===== config.mk =====
export PLATFORM = sky130hd
export DESIGN_NAME = room_graph_connectivity_check
export DESIGN_NICKNAME = d
export VERILOG_FILES = /design/src/design/rgc_pkg.sv /design/src/design/rgc_node_table.sv /design/src/design/room_graph_connectivity_check.sv
export SDC_FILE = /design/constraint.sdc
export NUM_CORES = 1
export LEC_CHECK = 0
export BUFFER_PORTS_ARGS = -buffer_cell sky130_fd_sc_hd__buf_2
export CORE_UTILIZATION = 62
export DETAILED_ROUTE_END_ITERATION = 8
export PLACE_DENSITY = 0.79
export SLEW_MARGIN = 5
export SYNTH_ARGS = -nofsm -noshare
export SYNTH_HDL_FRONTEND = slang
export SYNTH_SLANG_ARGS = --single-unit
export TNS_END_PERCENT = 50

===== constraint.sdc =====
create_clock -name i_clk -period 4.55 [get_ports i_clk]
set_clock_uncertainty 0.05 [all_clocks]
set_input_delay 0 -clock i_clk [delete_from_list [all_inputs] [get_ports i_clk]]
set_output_delay 0 -clock i_clk [all_outputs]
set_load 0.1 [all_outputs]

===== src/design/rgc_pkg.sv =====
`timescale 1ns / 1ps
// ----------------------------------------------------------------------------
// rgc_pkg
// shared types, constants and link decode for the room graph connectivity check
// ----------------------------------------------------------------------------
package rgc_pkg;

    localparam int LINKS_PER_NODE = 4;
    localparam int LINK_W         = 5;
    localparam int IDX_W          = 4;
    localparam int ROW_W          = LINKS_PER_NODE * LINK_W;
    // wide enough to hold any node count up to 64
    localparam int CNT_W          = 7;

    typedef logic [LINK_W-1:0] t_link;
    typedef logic [ROW_W-1:0]  t_row;

    typedef enum logic {
        CMD_LOAD  = 1'b0,
        CMD_CHECK = 1'b1
    } t_cmd;

    // link names a real node: not negative and below the node count
    function automatic logic link_in_range(t_link link, logic [CNT_W-1:0] count);
        logic [CNT_W-1:0] v;
        v = CNT_W'(link[LINK_W-2:0]);
        return !link[LINK_W-1] && (v < count);
    endfunction

endpackage


===== src/design/rgc_node_table.sv =====
`timescale 1ns / 1ps
// ----------------------------------------------------------------------------
// rgc_node_table
// neighbor link memory with per-entry valid bits and decoded read port
// ----------------------------------------------------------------------------
module rgc_node_table
    import rgc_pkg::*;
#(
    parameter int NODE_COUNT = 16
) (
    input  logic                              i_clk,
    input  logic                              i_rst_n,
    input  logic                              i_we,
    input  logic [$clog2(NODE_COUNT)-1:0]     i_waddr,
    input  t_row                              i_wdata,
    input  logic                              i_re,
    input  logic [$clog2(NODE_COUNT)-1:0]     i_raddr,
    output logic [LINKS_PER_NODE-1:0]         o_link_ok,
    output logic [$clog2(NODE_COUNT)-1:0]     o_link_tgt [LINKS_PER_NODE]
);

    localparam int NODE_W = $clog2(NODE_COUNT);

    t_row                  m_row [NODE_COUNT];
    logic [NODE_COUNT-1:0] r_vld;
    t_row                  r_rd_row;
    logic                  r_rd_vld;

    // entry written since reset, otherwise reads as all links none
    always_ff @(posedge i_clk) begin
        if (!i_rst_n) begin
            r_vld <= '0;
        end else if (i_we) begin
            r_vld[i_waddr] <= 1'b1;
        end
    end

    always_ff @(posedge i_clk) begin
        if (i_we) begin
            m_row[i_waddr] <= i_wdata;
        end
    end

    always_ff @(posedge i_clk) begin
        if (i_re) begin
            r_rd_row <= m_row[i_raddr];
            r_rd_vld <= r_vld[i_raddr];
        end
    end

    always_comb begin
        for (int k = 0; k < LINKS_PER_NODE; k++) begin
            t_link            lk;
            logic [CNT_W-1:0] ext;
            lk            = r_rd_row[k*LINK_W +: LINK_W];
            ext           = CNT_W'(lk[LINK_W-2:0]);
            o_link_ok[k]  = r_rd_vld && link_in_range(lk, CNT_W'(NODE_COUNT));
            o_link_tgt[k] = ext[NODE_W-1:0];
        end
    end

endmodule


===== src/design/room_graph_connectivity_check.sv =====
`timescale 1ns / 1ps
// ----------------------------------------------------------------------------
// room_graph_connectivity_check
// node table with depth-first reachability check over the neighbor links
// ----------------------------------------------------------------------------
//  channel  direction  handshake           payload
//  input    in         i_valid / o_stall   i_command, i_node_index, i_node_active,
//                                          i_link_0 .. i_link_3
//  output   out        o_valid / i_stall   o_all_connected
//
//  a load item gives no result
//  a check item runs a scan for the start node, then per reached node a stack read,
//  a table read and one link per cycle through the single read port of the
//  neighbor table, then a scan of the visited marks
//  o_stall is high while a check runs; loads are taken while a result waits
//  reset is synchronous, active low; it clears flags, valid bits and control
// ----------------------------------------------------------------------------
module room_graph_connectivity_check
    import rgc_pkg::*;
#(
    parameter int NODE_COUNT = 16
) (
    input  logic                     i_clk,
    input  logic                     i_rst_n,
    input  logic                     i_valid,
    output logic                     o_stall,
    input  logic                     i_command,
    input  logic [IDX_W-1:0]         i_node_index,
    input  logic                     i_node_active,
    input  logic signed [LINK_W-1:0] i_link_0,
    input  logic signed [LINK_W-1:0] i_link_1,
    input  logic signed [LINK_W-1:0] i_link_2,
    input  logic signed [LINK_W-1:0] i_link_3,
    output logic                     o_valid,
    input  logic                     i_stall,
    output logic                     o_all_connected
);

    localparam int NODE_W  = $clog2(NODE_COUNT);
    localparam int DEPTH_W = $clog2(NODE_COUNT + 1);
    localparam logic [NODE_W-1:0] LAST_IDX = NODE_W'(NODE_COUNT - 1);
    localparam logic [1:0]        LAST_LINK = 2'(LINKS_PER_NODE - 1);

    typedef enum logic [2:0] {
        S_IDLE,
        S_SCAN,
        S_SEED,
        S_POP,
        S_FETCH,
        S_LINK,
        S_CHECK,
        S_DONE
    } t_state;

    t_state                r_state;
    logic [NODE_COUNT-1:0] r_active;
    logic [NODE_COUNT-1:0] r_visited;
    logic [NODE_W-1:0]     r_idx;
    logic [NODE_W-1:0]     r_start;
    logic [DEPTH_W-1:0]    r_depth;
    logic [1:0]            r_k;
    logic                  r_ok;
    logic                  r_out_valid;
    logic                  r_out_data;

    // walk stack memory, registered read
    logic [NODE_W-1:0] m_stack [NODE_COUNT];
    logic [NODE_W-1:0] r_stack_rd;

    logic                  in_take;
    logic                  load_ok;
    logic [CNT_W-1:0]      idx_ext;
    logic [NODE_W-1:0]     load_addr;
    logic                  stk_we;
    logic [NODE_W-1:0]     stk_waddr;
    logic [NODE_W-1:0]     stk_wdata;
    logic                  stk_re;
    logic [DEPTH_W-1:0]    depth_dec;
    logic                  tab_we;
    logic                  tab_re;
    logic [LINKS_PER_NODE-1:0] link_ok;
    logic [NODE_W-1:0]     link_tgt [LINKS_PER_NODE];
    logic                  cur_ok;
    logic [NODE_W-1:0]     cur_tgt;
    logic                  push;

    assign o_stall         = (r_state != S_IDLE);
    assign o_valid         = r_out_valid;
    assign o_all_connected = r_out_data;

    assign in_take   = i_valid && (r_state == S_IDLE);
    // loads aimed past the table are dropped
    assign idx_ext   = CNT_W'(i_node_index);
    assign load_ok   = idx_ext < CNT_W'(NODE_COUNT);
    assign load_addr = idx_ext[NODE_W-1:0];
    assign tab_we    = in_take && (t_cmd'(i_command) == CMD_LOAD) && load_ok;
    assign tab_re    = (r_state == S_FETCH);
    assign depth_dec = r_depth - 1'b1;

    // current link of the node being expanded
    assign cur_ok  = link_ok[r_k];
    assign cur_tgt = link_tgt[r_k];
    // push only unmarked targets, so every node enters the stack once at most
    assign push    = (r_state == S_LINK) && cur_ok && !r_visited[cur_tgt];

    always_comb begin
        stk_we    = 1'b0;
        stk_waddr = r_depth[NODE_W-1:0];
        stk_wdata = cur_tgt;
        if (r_state == S_SEED) begin
            stk_we    = 1'b1;
            stk_waddr = '0;
            stk_wdata = r_start;
        end else if (push) begin
            stk_we = 1'b1;
        end
    end

    assign stk_re = (r_state == S_POP) && (r_depth != '0);

    always_ff @(posedge i_clk) begin
        if (stk_we) begin
            m_stack[stk_waddr] <= stk_wdata;
        end
        if (stk_re) begin
            r_stack_rd <= m_stack[depth_dec[NODE_W-1:0]];
        end
    end

    rgc_node_table #(
        .NODE_COUNT (NODE_COUNT)
    ) u_table (
        .i_clk      (i_clk),
        .i_rst_n    (i_rst_n),
        .i_we       (tab_we),
        .i_waddr    (load_addr),
        .i_wdata    ({i_link_3, i_link_2, i_link_1, i_link_0}),
        .i_re       (tab_re),
        .i_raddr    (r_stack_rd),
        .o_link_ok  (link_ok),
        .o_link_tgt (link_tgt)
    );

    // sequencer: state, flags, walk counters and the output register
    always_ff @(posedge i_clk) begin
        if (!i_rst_n) begin
            r_state     <= S_IDLE;
            r_active    <= '0;
            r_visited   <= '0;
            r_idx       <= '0;
            r_start     <= '0;
            r_depth     <= '0;
            r_k         <= '0;
            r_ok        <= 1'b1;
            r_out_valid <= 1'b0;
            r_out_data  <= 1'b0;
        end else begin
            // result taken downstream, the done state handles its own handoff
            if (r_out_valid && !i_stall && (r_state != S_DONE)) begin
                r_out_valid <= 1'b0;
            end
            unique case (r_state)
                S_IDLE: begin
                    if (in_take) begin
                        if (t_cmd'(i_command) == CMD_CHECK) begin
                            r_visited <= '0;
                            r_idx     <= '0;
                            r_start   <= '0;
                            r_state   <= S_SCAN;
                        end else if (load_ok) begin
                            r_active[load_addr] <= i_node_active;
                        end
                    end
                end
                S_SCAN: begin
                    // highest active node wins, node 0 if none
                    if (r_active[r_idx]) begin
                        r_start <= r_idx;
                    end
                    if (r_idx == LAST_IDX) begin
                        r_state <= S_SEED;
                    end else begin
                        r_idx <= r_idx + 1'b1;
                    end
                end
                S_SEED: begin
                    r_visited[r_start] <= 1'b1;
                    r_depth            <= DEPTH_W'(1);
                    r_state            <= S_POP;
                end
                S_POP: begin
                    if (r_depth == '0) begin
                        r_idx   <= '0;
                        r_ok    <= 1'b1;
                        r_state <= S_CHECK;
                    end else begin
                        r_depth <= depth_dec;
                        r_state <= S_FETCH;
                    end
                end
                S_FETCH: begin
                    r_k     <= '0;
                    r_state <= S_LINK;
                end
                S_LINK: begin
                    if (push) begin
                        r_visited[cur_tgt] <= 1'b1;
                        r_depth            <= r_depth + 1'b1;
                    end
                    if (r_k == LAST_LINK) begin
                        r_state <= S_POP;
                    end else begin
                        r_k <= r_k + 1'b1;
                    end
                end
                S_CHECK: begin
                    if (r_active[r_idx] && !r_visited[r_idx]) begin
                        r_ok <= 1'b0;
                    end
                    if (r_idx == LAST_IDX) begin
                        r_state <= S_DONE;
                    end else begin
                        r_idx <= r_idx + 1'b1;
                    end
                end
                S_DONE: begin
                    // wait for a previous result to leave
                    if (!r_out_valid || !i_stall) begin
                        r_out_valid <= 1'b1;
                        r_out_data  <= r_ok;
                        r_state     <= S_IDLE;
                    end
                end
                default: begin
                    r_state <= S_IDLE;
                end
            endcase
        end
    end

endmodule


==> flow_summary.yaml <==
global_route:
  first_pass_grt_wire_length_um: 62660
  track_usage: 0.2755
  first_global_vias: 10370
  overflow: 0
  number_of_antenna_violations_at_the_first_check_in_global_routing: 4
  grt_start_max_net_pins: 48
timing:
  final-hold-violation-count: 0
  final_period_minus_worst_setup_slack_ns: 3.482
  final.period_utilization: 0.7653
  worstMarginPinSlew_ns: 1.129
  unrepaired_setup_endpoints_after_global_routing: "false"
  highest_clock_rate_mhz: 287.2
  setup_tns_ns: 0
  timing_max_transition_violations_final: 0
  timing.slew.headroom: 0.2472
  timing.hold.ws_ns: 0.2748
  endpoints_failing_setup: 0
power:
  share_of_total_power_in_the_clock_network: 0.395
  power.static_leakage_nw: 6.844
  ir_worst_vdd_uv: 341.9
  sw_frac_of_total: 0.2259
  cellPowerDensity_nw_per_um2: 428.4
  seqPwrFrac: 0.531
  cell_internal_pwr_mw: 7.181
  p_sw_mw: 2.095
  totalPowerFinal_mw: 9.276
  comb_power_share: 0.074
route:
  post-route-drc-count: 0
  detailedRoute.firstIterationViolations: 1288
  route.detailed.wl_per_inst_um: 26.83
  drt_first_pass_iters: 6
  dr_total_vias: 10240
  drt.antenna.violating_nets: 0
  wirelength_um: 41690
  viasPerCell: 6.589
logic_synthesis:
  synth_warnings: 0
  syn_nets: 1070
  post_synth.cell_area_avg_um2: 18.49
  synth_edf_count: 409
  post_synth_num_cell_types: 55
  syn_inst: 1036
  number_of_synthesized_register_bits: 478
  synth_async_sr_flop_share: 0
  synth_sequential_area_ratio: 0.7132
  syn-cell-area_um2: 19160
  ys.flop_type: "edfxtp_1"
clock_network:
  cts-htree-levels: 2
  cts_max_path_buffers: 3
  cts-buffers-inserted: 47
  cts-hold-fix-buffers: 29
  cts_sinks: 478
  clock_latency_ns: 0.56
  cts_tree: "built"
  post_cts_resized: 0
  cts.repair_timing.setup_buffer_count: 0
  clk_root_buffer_cell: "clkbuf_16"
  cts.clk_slew.worst_paths_ns: 0.06
cells_and_area:
  final_cell_mix: "edfxtp_1, mux4_2, dfxtp_1"
  finish.instance_area_um2: 21650
  finish.net_count: 1157
  layout.cells.most_common: "edfxtp_1"
  stdcell_count: 1554
  multiInputGateArea_um2: 5284
  area.growth.synth_to_final_pct: 13.03
  area.sequential_um2: 13660
  fillCellCount: 1726
  layout-drive-gt1-share: 0.2625
place:
  globalplace.congestion: 0.8853
  placement.io_buffers: 32
  post-place-cells: 1435
  place_area_um2: 19890
  detailedPlacementHpwl_um: 25420
worst_setup_path:
  cp.buffers_inverters: 0
  critical_path_required_ns: 4.69
  worst_path_dominant_cell_family: "simple AND/OR/NAND/NOR gates"
  cp_slowest_stage_delay_ns: 0.63
  critical_path.endpoint_type: "register"
  critical_path_class: "reg -> reg"
  crit_path_max_fanout: 12
  crit_path_start_kind: "register"
  worstPathCellList: "mux4_2 -> nor4b_1 -> o221ai_1 -> a21oi_1 -> nor2_2 -> nor3_1"
  slowest_stage: "mux4_2"
  r2r_slack_ns: 1.07
  critical_path_arrival_ns: 3.62
outcome:
  outcome: "finished clean"
floorplanning:
  design.die.area_um2: 31610
  core-area_um2: 30030
  start_util: 0.6379
  die_w_um: 177.8
  placement_rows: 63
  design.portCount: 33
  chipHeight_um: 177.8
hold_path:
  worstHoldPathType: "in -> reg"
job:
  number_of_violations_of_the_max_capacitance_limit: 0
==> synth_stat cells, types with 2 or more instances <==
cell	n	area [um2]
edfxtp_1	409	12280
nor3b_1	2	15.01
a22oi_1	13	97.59
o21a_1	4	30.03
a211oi_1	5	37.54
inv_1	7	26.28
o22ai_1	4	25.02
mux4_2	139	3131
mux2_2	5	56.30
clkbuf_1	36	135.1
and3_1	4	25.02
nand3_1	9	45.04
o211ai_1	5	37.54
a32oi_1	5	43.79
nor3_1	24	120.1
dfxtp_1	69	1381
a221o_1	2	20.02
buf_2	2	10.01
xnor2_1	3	26.28
nor4b_1	3	26.28
mux2i_1	22	220.2
o21ai_0	24	120.1
ha_1	4	50.05
nor3b_2	2	25.02
buf_6	3	33.78
and2_1	2	12.51
nand3b_1	5	37.54
a21oi_1	31	155.2
nor2_1	74	277.8
or3_1	2	12.51
nand2b_1	8	50.05
o21ai_2	10	87.58
buf_1	14	52.55
a21o_1	2	15.01
o221ai_1	2	17.52
nand2_1	57	214.0
nor2b_1	6	37.54
==> state kept, by name (all words and copies together), names as in the netlist, 5 cells and up <==
| signal | cells |
|---|---|
| u_table.r_rd_row | 20 |
| m_stack | 64 |
| u_table.m_row | 320 |
| r_active | 16 |
| r_visited | 16 |
| u_table.r_vld | 16 |
| r_depth | 5 |
==> area by class of cell <==
type | count | share of cell area
Antenna cell | 2 | 0.0002311
Clock buffer | 64 | 0.05818
Clock inverter | 24 | 0.009476
Inverter | 7 | 0.001213
Multi-Input combinational cell | 495 | 0.2440
Sequential cell | 478 | 0.6310
Tap cell | 390 | 0.02253
Timing Repair Buffer | 94 | 0.03340
==> power groups by stage <==
| stage | logic, mW | clock network, mW | registers (mW) |
|---|---|---|---|
| final | 0.689 | 3.66 | 4.93 |
| after global routing | 0.737 | 3.87 | 4.93 |
| after CTS | 0.688 | 3.70 | 4.93 |
| after detailed placement | 0.656 | 0 | 5.02 |
| after global placement | 0.650 | 0 | 5.01 |
| after floorplan | 0.495 | 0 | 4.97 |
==> layer usage <==
metal,part of all wire,vias to the layer above,global-route usage
li1,-,4397,-
met1,0.39,5230,0.3779
met2,0.50,510,0.4520
met3,0.078,98,0.04799
met4,0.031,4,0.09366
met5,0.00060,-,0
==> worst register-to-register path, cell delays in order (launching register included) <==
cell,delay [ns]
dfxtp_1,0.56
mux4_2,0.64
nor4b_1,0.40
o221ai_1,0.22
a21oi_1,0.45
nor2_2,0.24
nor3_1,0.56
==> through the flow <==
| step | utilization | setup WS, ns |
|---|---|---|
| 6_report | 0.7210 | 1.068 |
| 5_1_grt | 0.7210 | 0.8043 |
| 4_1_cts | 0.7209 | 1.035 |
| 3_5_place_dp | 0.6624 | 1.039 |
| 3_3_place_gp | 0.6624 | 1.199 |
| 2_1_floorplan | - | 0.6195 |
==> cells by family after synthesis <==
logic type | Yosys count | synth area share
flip-flops | 478 | 0.7132
buffers and inverters | 63 | 0.01450
AO/OA/AOI/OAI | 115 | 0.03984
adder cells (fa/ha/maj) | 4 | 0.002612
AND/OR/NAND/NOR | 207 | 0.05068
multiplexers | 166 | 0.1778
XOR/XNOR | 3 | 0.001372
==> path summary, 6_finish.rpt <==
kind               startpoint  depth (start not counted)          endpoint
max reg2reg            r_k[0]                          6    m_stack[14][2]
min                   i_stall                          4           o_valid
max                    r_k[0]                          6    m_stack[14][2]
min reg2reg  u_table.r_vld[3]                          1  u_table.r_vld[3]
No activity file was read; power rests on OpenSTA's default activity.
